`src/sv/vgt_pkg.sv`:
```
// vgt_pkg: shared types and constants for the virtual generic timer register file.
// No dependencies.
package vgt_pkg;

    localparam int unsigned CNT_W  = 64;
    localparam int unsigned WORD_W = 32;

    localparam logic [WORD_W-1:0] FREQ_RESET  = 32'd100000000;
    localparam logic [WORD_W-1:0] CTL_ENABLE  = 32'h0000_0001;
    localparam logic [WORD_W-1:0] CTL_IMASK   = 32'h0000_0002;
    localparam logic [WORD_W-1:0] CTL_ISTATUS = 32'h0000_0004;

    typedef enum logic [2:0] {
        MODE_RD32 = 3'd0,
        MODE_WR32 = 3'd1,
        MODE_RD64 = 3'd2,
        MODE_WR64 = 3'd3,
        MODE_TICK = 3'd4
    } mode_t;

    typedef enum logic [3:0] {
        SEL_FRQ   = 4'd0,
        SEL_KCTL  = 4'd1,
        SEL_PCTL  = 4'd2,
        SEL_VCTL  = 4'd3,
        SEL_PTVAL = 4'd4,
        SEL_VTVAL = 4'd5,
        SEL_PCT   = 4'd6,
        SEL_VCT   = 4'd7,
        SEL_PCVAL = 4'd8,
        SEL_VCVAL = 4'd9
    } sel_t;

    typedef struct packed {
        logic [2:0]        mode;
        logic [3:0]        reg_sel;
        logic [WORD_W-1:0] write_low;
        logic [WORD_W-1:0] write_high;
        logic [CNT_W-1:0]  sys_count;
        logic [CNT_W-1:0]  vcount;
    } item_t;

    typedef struct packed {
        logic [WORD_W-1:0] read_low;
        logic [WORD_W-1:0] read_high;
        logic              access_error;
        logic              irq_pulse;
    } result_t;

endpackage

```
`src/sv/vgt_in_stage.sv`:
```
// vgt_in_stage: input beat register; also registers the guest virtual count.
// Depends on vgt_pkg.
module vgt_in_stage (
    input  logic                      aclk,
    input  logic                      aresetn,
    input  logic                      s_valid,
    output logic                      s_ready,
    input  logic [2:0]                mode,
    input  logic [3:0]                reg_sel,
    input  logic [vgt_pkg::WORD_W-1:0] write_low,
    input  logic [vgt_pkg::WORD_W-1:0] write_high,
    input  logic [vgt_pkg::CNT_W-1:0]  sys_count,
    input  logic [vgt_pkg::CNT_W-1:0]  counter_offset,
    output logic                      item_valid,
    output vgt_pkg::item_t            item,
    input  logic                      item_take
);

    logic           valid_reg;
    vgt_pkg::item_t item_reg;

    assign s_ready    = !valid_reg || item_take;
    assign item_valid = valid_reg;
    assign item       = item_reg;

    always_ff @(posedge aclk) begin
        if (!aresetn) begin
            valid_reg <= 1'b0;
        end else if (s_ready) begin
            valid_reg <= s_valid;
        end
    end

    always_ff @(posedge aclk) begin
        if (s_ready && s_valid) begin
            item_reg.mode       <= mode;
            item_reg.reg_sel    <= reg_sel;
            item_reg.write_low  <= write_low;
            item_reg.write_high <= write_high;
            item_reg.sys_count  <= sys_count;
            item_reg.vcount     <= sys_count - counter_offset;
        end
    end

endmodule

```
`src/sv/vgt_core.sv`:
```
// vgt_core: timer register state, access decode and physical timer expiry.
// Depends on vgt_pkg.
module vgt_core (
    input  logic                      aclk,
    input  logic                      aresetn,
    input  logic                      item_fire,
    input  vgt_pkg::item_t            item,
    input  logic [vgt_pkg::CNT_W-1:0]  counter_offset,
    output vgt_pkg::result_t          result
);

    logic [vgt_pkg::WORD_W-1:0] freq_reg, freq_next;
    logic [vgt_pkg::WORD_W-1:0] kctl_reg, kctl_next;
    logic [vgt_pkg::WORD_W-1:0] pctl_reg, pctl_next;
    logic [vgt_pkg::WORD_W-1:0] vctl_reg, vctl_next;
    logic [vgt_pkg::CNT_W-1:0]  pcmp_reg, pcmp_next;
    logic [vgt_pkg::CNT_W-1:0]  vcmp_reg, vcmp_next;
    logic                       armed_reg, armed_next;

    logic [vgt_pkg::CNT_W-1:0]  rd;
    logic                       err;
    logic                       irq;
    logic                       is_rd;
    logic [vgt_pkg::CNT_W-1:0]  tval_cmp;
    logic [vgt_pkg::CNT_W-1:0]  tval_rd;
    logic [vgt_pkg::CNT_W-1:0]  tval_wr;
    logic [vgt_pkg::CNT_W-1:0]  deadline;
    logic [vgt_pkg::CNT_W-1:0]  wr64;

    assign is_rd    = (item.mode == vgt_pkg::MODE_RD32) || (item.mode == vgt_pkg::MODE_RD64);
    assign tval_cmp = (item.reg_sel == vgt_pkg::SEL_PTVAL) ? pcmp_reg : vcmp_reg;
    assign tval_rd  = tval_cmp - item.vcount;
    assign tval_wr  = item.vcount + {{32{item.write_low[31]}}, item.write_low};
    assign deadline = pcmp_reg + counter_offset;
    assign wr64     = {item.write_high, item.write_low};

    always_comb begin
        freq_next  = freq_reg;
        kctl_next  = kctl_reg;
        pctl_next  = pctl_reg;
        vctl_next  = vctl_reg;
        pcmp_next  = pcmp_reg;
        vcmp_next  = vcmp_reg;
        armed_next = armed_reg;
        rd         = '0;
        err        = 1'b0;
        irq        = 1'b0;
        unique case (vgt_pkg::mode_t'(item.mode))
            vgt_pkg::MODE_RD32, vgt_pkg::MODE_WR32: begin
                unique case (vgt_pkg::sel_t'(item.reg_sel))
                    vgt_pkg::SEL_FRQ: begin
                        if (is_rd) rd = {32'd0, freq_reg};
                        else       freq_next = item.write_low;
                    end
                    vgt_pkg::SEL_KCTL: begin
                        if (is_rd) rd = {32'd0, kctl_reg};
                        else       kctl_next = item.write_low;
                    end
                    vgt_pkg::SEL_PCTL: begin
                        if (is_rd) rd = {32'd0, pctl_reg};
                        else       pctl_next = item.write_low;
                    end
                    vgt_pkg::SEL_VCTL: begin
                        if (is_rd) rd = {32'd0, vctl_reg};
                        else       vctl_next = item.write_low;
                    end
                    vgt_pkg::SEL_PTVAL: begin
                        if (is_rd) begin
                            rd = {32'd0, tval_rd[31:0]};
                        end else begin
                            pcmp_next  = tval_wr;
                            armed_next = 1'b1;
                        end
                    end
                    vgt_pkg::SEL_VTVAL: begin
                        if (is_rd) rd = {32'd0, tval_rd[31:0]};
                        else       vcmp_next = tval_wr;
                    end
                    default: err = 1'b1;
                endcase
            end
            vgt_pkg::MODE_RD64, vgt_pkg::MODE_WR64: begin
                unique case (vgt_pkg::sel_t'(item.reg_sel))
                    vgt_pkg::SEL_PCT, vgt_pkg::SEL_VCT: begin
                        if (is_rd) rd  = item.vcount;
                        else       err = 1'b1;
                    end
                    vgt_pkg::SEL_PCVAL: begin
                        if (is_rd) begin
                            rd = pcmp_reg;
                        end else begin
                            pcmp_next  = wr64;
                            armed_next = 1'b1;
                        end
                    end
                    vgt_pkg::SEL_VCVAL: begin
                        if (is_rd) rd = vcmp_reg;
                        else       vcmp_next = wr64;
                    end
                    default: err = 1'b1;
                endcase
            end
            vgt_pkg::MODE_TICK: begin
                if (armed_reg && (item.sys_count >= deadline)) begin
                    armed_next = 1'b0;
                    if ((pctl_reg & vgt_pkg::CTL_ENABLE) != '0) begin
                        pctl_next = pctl_reg | vgt_pkg::CTL_ISTATUS;
                        irq       = ((pctl_reg & vgt_pkg::CTL_IMASK) == '0);
                    end
                end
            end
            default: err = 1'b1;
        endcase
    end

    assign result.read_low     = rd[31:0];
    assign result.read_high    = rd[63:32];
    assign result.access_error = err;
    assign result.irq_pulse    = irq;

    always_ff @(posedge aclk) begin
        if (!aresetn) begin
            freq_reg  <= vgt_pkg::FREQ_RESET;
            kctl_reg  <= '0;
            pctl_reg  <= vgt_pkg::CTL_IMASK;
            vctl_reg  <= vgt_pkg::CTL_IMASK;
            pcmp_reg  <= '0;
            vcmp_reg  <= '0;
            armed_reg <= 1'b0;
        end else if (item_fire) begin
            freq_reg  <= freq_next;
            kctl_reg  <= kctl_next;
            pctl_reg  <= pctl_next;
            vctl_reg  <= vctl_next;
            pcmp_reg  <= pcmp_next;
            vcmp_reg  <= vcmp_next;
            armed_reg <= armed_next;
        end
    end

endmodule

```
`src/sv/vgt_out_stage.sv`:
```
// vgt_out_stage: result beat register toward the master side.
// Depends on vgt_pkg.
module vgt_out_stage (
    input  logic             aclk,
    input  logic             aresetn,
    input  logic             res_valid,
    input  vgt_pkg::result_t res,
    output logic             res_ready,
    output logic             m_valid,
    input  logic             m_ready,
    output vgt_pkg::result_t m_res
);

    logic             valid_reg;
    vgt_pkg::result_t res_reg;

    assign res_ready = !valid_reg || m_ready;
    assign m_valid   = valid_reg;
    assign m_res     = res_reg;

    always_ff @(posedge aclk) begin
        if (!aresetn) begin
            valid_reg <= 1'b0;
        end else if (res_ready) begin
            valid_reg <= res_valid;
        end
    end

    always_ff @(posedge aclk) begin
        if (res_ready && res_valid) begin
            res_reg <= res;
        end
    end

endmodule

```
`src/sv/virtual_generic_timer_regs_unit.sv`:
```
// virtual_generic_timer_regs_unit: top level of the guest timer register file.
// Depends on vgt_pkg, vgt_in_stage, vgt_core, vgt_out_stage.
//
//  channel  | ports                     | contents
//  ---------+---------------------------+------------------------------------------
//  input    | s_axis_tvalid/tready/...  | one access or tick per beat
//  result   | m_axis_tvalid/tready/...  | one result beat per input beat, in order
//  config   | cfg_wr_en, cfg_wr_data    | counter_offset
//
// One beat per cycle unless m_axis_tready stalls; path: input register, result register.
// Register state updates as a beat moves from the input register to the result register.
// A stalled result register holds the input register, which then deasserts s_axis_tready.
// aresetn is synchronous, active low; counter_offset resets to zero.
module virtual_generic_timer_regs_unit (
    input  logic         aclk,
    input  logic         aresetn,
    input  logic         cfg_wr_en,
    input  logic [63:0]  cfg_wr_data,
    input  logic         s_axis_tvalid,
    output logic         s_axis_tready,
    input  logic [135:0] s_axis_tdata,  // reg_sel, write_low, write_high, sys_count, zero pad
    input  logic [2:0]   s_axis_tuser,  // mode
    output logic         m_axis_tvalid,
    input  logic         m_axis_tready,
    output logic [71:0]  m_axis_tdata   // read_low, read_high, access_error, irq_pulse, zero pad
);

    logic [vgt_pkg::CNT_W-1:0] offset_reg;
    logic                      item_valid;
    vgt_pkg::item_t            item;
    logic                      res_ready;
    logic                      item_fire;
    vgt_pkg::result_t          res;
    vgt_pkg::result_t          m_res;

    always_ff @(posedge aclk) begin
        if (!aresetn) begin
            offset_reg <= '0;
        end else if (cfg_wr_en) begin
            offset_reg <= cfg_wr_data;
        end
    end

    assign item_fire = item_valid && res_ready;

    vgt_in_stage u_in (
        .aclk           (aclk),
        .aresetn        (aresetn),
        .s_valid        (s_axis_tvalid),
        .s_ready        (s_axis_tready),
        .mode           (s_axis_tuser),
        .reg_sel        (s_axis_tdata[3:0]),
        .write_low      (s_axis_tdata[35:4]),
        .write_high     (s_axis_tdata[67:36]),
        .sys_count      (s_axis_tdata[131:68]),
        .counter_offset (offset_reg),
        .item_valid     (item_valid),
        .item           (item),
        .item_take      (item_fire)
    );

    vgt_core u_core (
        .aclk           (aclk),
        .aresetn        (aresetn),
        .item_fire      (item_fire),
        .item           (item),
        .counter_offset (offset_reg),
        .result         (res)
    );

    vgt_out_stage u_out (
        .aclk      (aclk),
        .aresetn   (aresetn),
        .res_valid (item_valid),
        .res       (res),
        .res_ready (res_ready),
        .m_valid   (m_axis_tvalid),
        .m_ready   (m_axis_tready),
        .m_res     (m_res)
    );

    assign m_axis_tdata = {6'd0, m_res.irq_pulse, m_res.access_error,
                           m_res.read_high, m_res.read_low};

endmodule
```
`config.mk`:
```
export PLATFORM = sky130hd
export DESIGN_NAME = virtual_generic_timer_regs_unit
export DESIGN_NICKNAME = d
export VERILOG_FILES = /design/src/sv/vgt_pkg.sv /design/src/sv/vgt_in_stage.sv /design/src/sv/vgt_core.sv /design/src/sv/vgt_out_stage.sv /design/src/sv/virtual_generic_timer_regs_unit.sv
export SDC_FILE = /design/constraint.sdc
export NUM_CORES = 2
export LEC_CHECK = 0
export BUFFER_PORTS_ARGS = -buffer_cell sky130_fd_sc_hd__buf_2
export CAP_MARGIN = 5
export CORE_MARGIN = 2
export CORE_UTILIZATION = 59
export CTS_CLUSTER_SIZE = 8
export DETAILED_ROUTE_END_ITERATION = 16
export PLACE_DENSITY = 0.86
export SLEW_MARGIN = 30
export SYNTH_ARGS = -nofsm -noshare
export SYNTH_HDL_FRONTEND = slang
export SYNTH_HIERARCHICAL = 1
export SYNTH_SLANG_ARGS = --single-unit
```
`constraint.sdc`:
```
create_clock -name aclk -period 8.6 [get_ports aclk]
set_clock_uncertainty 0.15 [all_clocks]
set_input_delay 0 -clock aclk [delete_from_list [all_inputs] [get_ports aclk]]
set_output_delay 0 -clock aclk [all_outputs]
set_load 0.005 [all_outputs]
```
==> run metrics <==
status=finished, final reports clean; number of enable-type register cells in the synthesized netlist=265; power density relative to cell area=179 nW/um^2; Final Setup Violations=0; area share of the largest cell type after synthesis=21.4%; Hold Crit Depth=2; detailed placer's ending HPWL=83800 um; RSZ-0062 raised after global routing=false; initial core utilization=59.4%; most area-consuming cells after synthesis=sky130_fd_sc_hd__edfxtp_1 21%, sky130_fd_sc_hd__dfxtp_1 17%, sky130_fd_sc_hd__ha_1 9.5%; worst setup path class=register to register; setup total negative slack=0 ns; post-synthesis instance area=37200 sq um; setup repair bufs after CTS=0; maximum VDD drop=0.252 mV; initial detailed-routing violation count=4246; first-pass GRT wire length=194000 um; number of sinks handled by clock tree synthesis=588; Comb power frac=21.8%; worst endpoint required time=8.92 ns; Hold Path Class=input port to register; # IOs=282; f_max=123 MHz; sequential cell area fraction in the yosys report=38.7%; number of pins with negative max-slew slack in the final report=0; Endpoint, Worst Hold=u_in/item[83]$_DFFE_PP_; launching element type of the critical path=register; worst-margin pin slew=1.07 ns; Core ar.=62700 sq um; met1 layer usage reported by global route=44.0%; total of fill cells in the finished design=4607; crit end category=register; number of buffers added by the clock tree synthesis step=84; distinct cell type count after synthesis=100; setup slack of the worst register-to-register path=0.45 ns; routing layer with the top usage in global route=met2; clock insertion delay at the later pin of the skew report=0.65 ns; Switching Share=30.4%; synth cell count leaders=540 x sky130_fd_sc_hd__a21oi_1, 525 x sky130_fd_sc_hd__nand2_1, 337 x sky130_fd_sc_hd__nor2_1; Avg Vias per Cell=6.34; Top FF cell, synth=sky130_fd_sc_hd__dfxtp_1; cell type with the largest total area after synthesis=sky130_fd_sc_hd__edfxtp_1; area growth from synthesis to layout=22.0%; Hold Crit Start=s_axis_tdata[87]; Clk pwr share=38.8%; relative slew slack=28.9%; number of flip-flops in the largest register=199; number of failing hold endpoints at the final stage=0; reg2reg path depth=24; initial antenna violation count=3; count leader, synth=sky130_fd_sc_hd__a21oi_1; critical path data arrival time=8.47 ns; largest net degree at the start of global routing=181; minimum clock period=8.15 ns; maximum buffer depth of the clock tree=3; Warnings, synthesis=6; sequential share of power=39.4%; Total Wirelength=129000 um; Pint=5.68 mW; Die Outline Area=65200 sq um; DRT Pass-1 Iters=7; clock transition at the register clock pins on the worst setup and hold paths after CTS=0.05 ns; endpoint of the worst-slack reg-to-reg timing path=u_out/m_res[0]$_DFFE_PP_; Switching Power=2.48 mW; average wire per standard cell=22.6 um; met2 Resource Use GR=64.4%; met3 global-route usage=6.92%; crit share post-route=94.8%; Worst Hold Slack=0.0252 ns; All-Layer GR Usage=38.4%; remaining antenna violation count after routing=0; async set-or-reset flop fraction in the synthesized netlist=0%; root cell of the clock tree=sky130_fd_sc_hd__clkbuf_16; fraction of layout cells with a size suffix above 1=10.1%; Core Util, Final=72.4%; horizontal die dimension=255 um; number of vias after detailed routing=36200; layout net count=5298; aggregate global routing overflow=0; height of the chip=255 um; Crit Reg-Reg Startpoint=u_core/pcmp_reg[0]$_SDFFE_PN0P_; leak pwr=18.1 nW; Post-Syn Area per Cell=8.72 sq um; crit-path max FO=4; flip-flop and latch count after synthesis=588; maximum capacitance violations=0; # port buffers=271; placer's final routability congestion estimate=0.976; row count=92; number of remaining DRC errors=0; CTS tree=done; number of global-route vias before repair=35200; level count of the clock H-tree=3; instance count of the mapped netlist=4272
[placed cells by master, fill, tap and decap left out, types with 123 or more instances in the layout]
| cell type | count |
|---|---|
| sky130_fd_sc_hd__dfxtp_1 | 323 |
| sky130_fd_sc_hd__a21o_1 | 123 |
| sky130_fd_sc_hd__edfxtp_1 | 265 |
| sky130_fd_sc_hd__a21oi_1 | 540 |
| sky130_fd_sc_hd__nor2_1 | 334 |
| sky130_fd_sc_hd__mux2i_1 | 147 |
| sky130_fd_sc_hd__nand2_1 | 525 |
| sky130_fd_sc_hd__ha_1 | 284 |
| sky130_fd_sc_hd__buf_2 | 269 |
| sky130_fd_sc_hd__dlygate4sd3_1 | 388 |
| sky130_fd_sc_hd__inv_1 | 147 |
| sky130_fd_sc_hd__o21ai_0 | 266 |
[final cells by class]
| cell class | instances | area, sq um | share of cell area [%] |
|---|---|---|---|
| clock inverter | 7 | 113 | 0.248 |
| multi-input combinational | 3284 | 21300 | 46.8 |
| timing repair buffer | 696 | 5640 | 12.4 |
| antenna | 4 | 10.0 | 0.0220 |
| tap | 846 | 1060 | 2.33 |
| clock buffer | 141 | 2370 | 5.21 |
| inverter | 148 | 558 | 1.23 |
| sequential | 588 | 14400 | 31.7 |
[power groups by stage]
stage,Combinational (mW),Clock [mW],Sequential (mW)
global placement,1.52,0,3.26
CTS,1.69,3.15,3.21
detailed placement,1.54,0,3.26
floorplan,1.13,0,3.21
global route,1.92,3.29,3.22
finish,1.78,3.17,3.21
[worst max path at each step]
stage,startpoint,endpoint,depth (start not counted)
final,u_core/pcmp_reg[0]$_SDFFE_PN0P_,u_out/m_res[0]$_DFFE_PP_,24
after global routing,u_core/pcmp_reg[0]$_SDFFE_PN0P_,u_out/m_res[0]$_DFFE_PP_,24
after CTS,u_core/pcmp_reg[0]$_SDFFE_PN0P_,u_out/m_res[0]$_DFFE_PP_,24
after detailed placement,u_core/pcmp_reg[0]$_SDFFE_PN0P_,u_out/m_res[0]$_DFFE_PP_,23
after global placement,u_core/pcmp_reg[0]$_SDFFE_PN0P_,u_out/m_res[0]$_DFFE_PP_,24
after floorplan,u_out/m_valid$_SDFFE_PN0P_,u_in/item[0]$_DFFE_PP_,4
[worst max-delay path, stage by stage, from the launching register on]
cell and delay (ns):
sky130_fd_sc_hd__dfxtp_1 0.43, sky130_fd_sc_hd__ha_1 0.30, sky130_fd_sc_hd__inv_1 0.08, sky130_fd_sc_hd__fa_1 0.41, sky130_fd_sc_hd__nand2b_1 0.19, sky130_fd_sc_hd__a21o_1 0.18, sky130_fd_sc_hd__a211o_1 0.34, sky130_fd_sc_hd__a21oi_1 0.57
sky130_fd_sc_hd__o211ai_1 0.29, sky130_fd_sc_hd__a21oi_1 0.45, sky130_fd_sc_hd__a221oi_2 0.16, sky130_fd_sc_hd__a31oi_1 0.52, sky130_fd_sc_hd__a21o_1 0.25, sky130_fd_sc_hd__a31oi_1 0.11, sky130_fd_sc_hd__xor2_1 0.17, sky130_fd_sc_hd__ha_1 0.30
sky130_fd_sc_hd__nand4_1 0.08, sky130_fd_sc_hd__or2_2 0.32, sky130_fd_sc_hd__or4_1 0.79, sky130_fd_sc_hd__nor4_1 0.40, sky130_fd_sc_hd__nor2b_1 0.23, sky130_fd_sc_hd__nand2_1 0.07, sky130_fd_sc_hd__o221ai_1 0.80, sky130_fd_sc_hd__o211ai_1 0.19
sky130_fd_sc_hd__nor3_1 0.17
[layer usage]
| layer | routed length [um] | vias to the layer above |
|---|---|---|
| met3 | 11200 | 587 |
| met5 | 12 | - |
| met4 | 10500 | 2 |
| met2 | 61000 | 2221 |
| met1 | 46200 | 16900 |
| li1 | - | 16500 |
[timing repair]
item | in CTS | in global routing
hold buffers | 388 | 0
endpoints found under the setup margin | 0 | 0
gates resized for setup | 0 | 0
endpoints found under the hold margin | 337 | 0
[cell families after synthesis]
kind of cell	Yosys count	share of synthesized area [%]
flops	588	38.7
simple gates	1284	15.7
mux	177	4.86
other cells	1	0.0101
xor+xnor	199	4.68
fa+ha+maj	288	9.76
buf+inv	405	4.41
compound gates	1330	21.9
[per-stage QoR]
step / power [mW] / worst slack, ns / instance area (sq um) / cells
finish: 8.16 / 0.447 / 45500 / 5714
detailed placement: 4.80 / 1.11 / 39000 / 5171
global route: 8.43 / 0.402 / 45400 / 5712
global placement: 4.77 / 1.24 / 38900 / 5168
floorplan: 4.34 / 2.56 / 37300 / 4277
CTS: 8.05 / 1.01 / 45400 / 5707
Note: power is estimated with default switching activity, not from simulation.
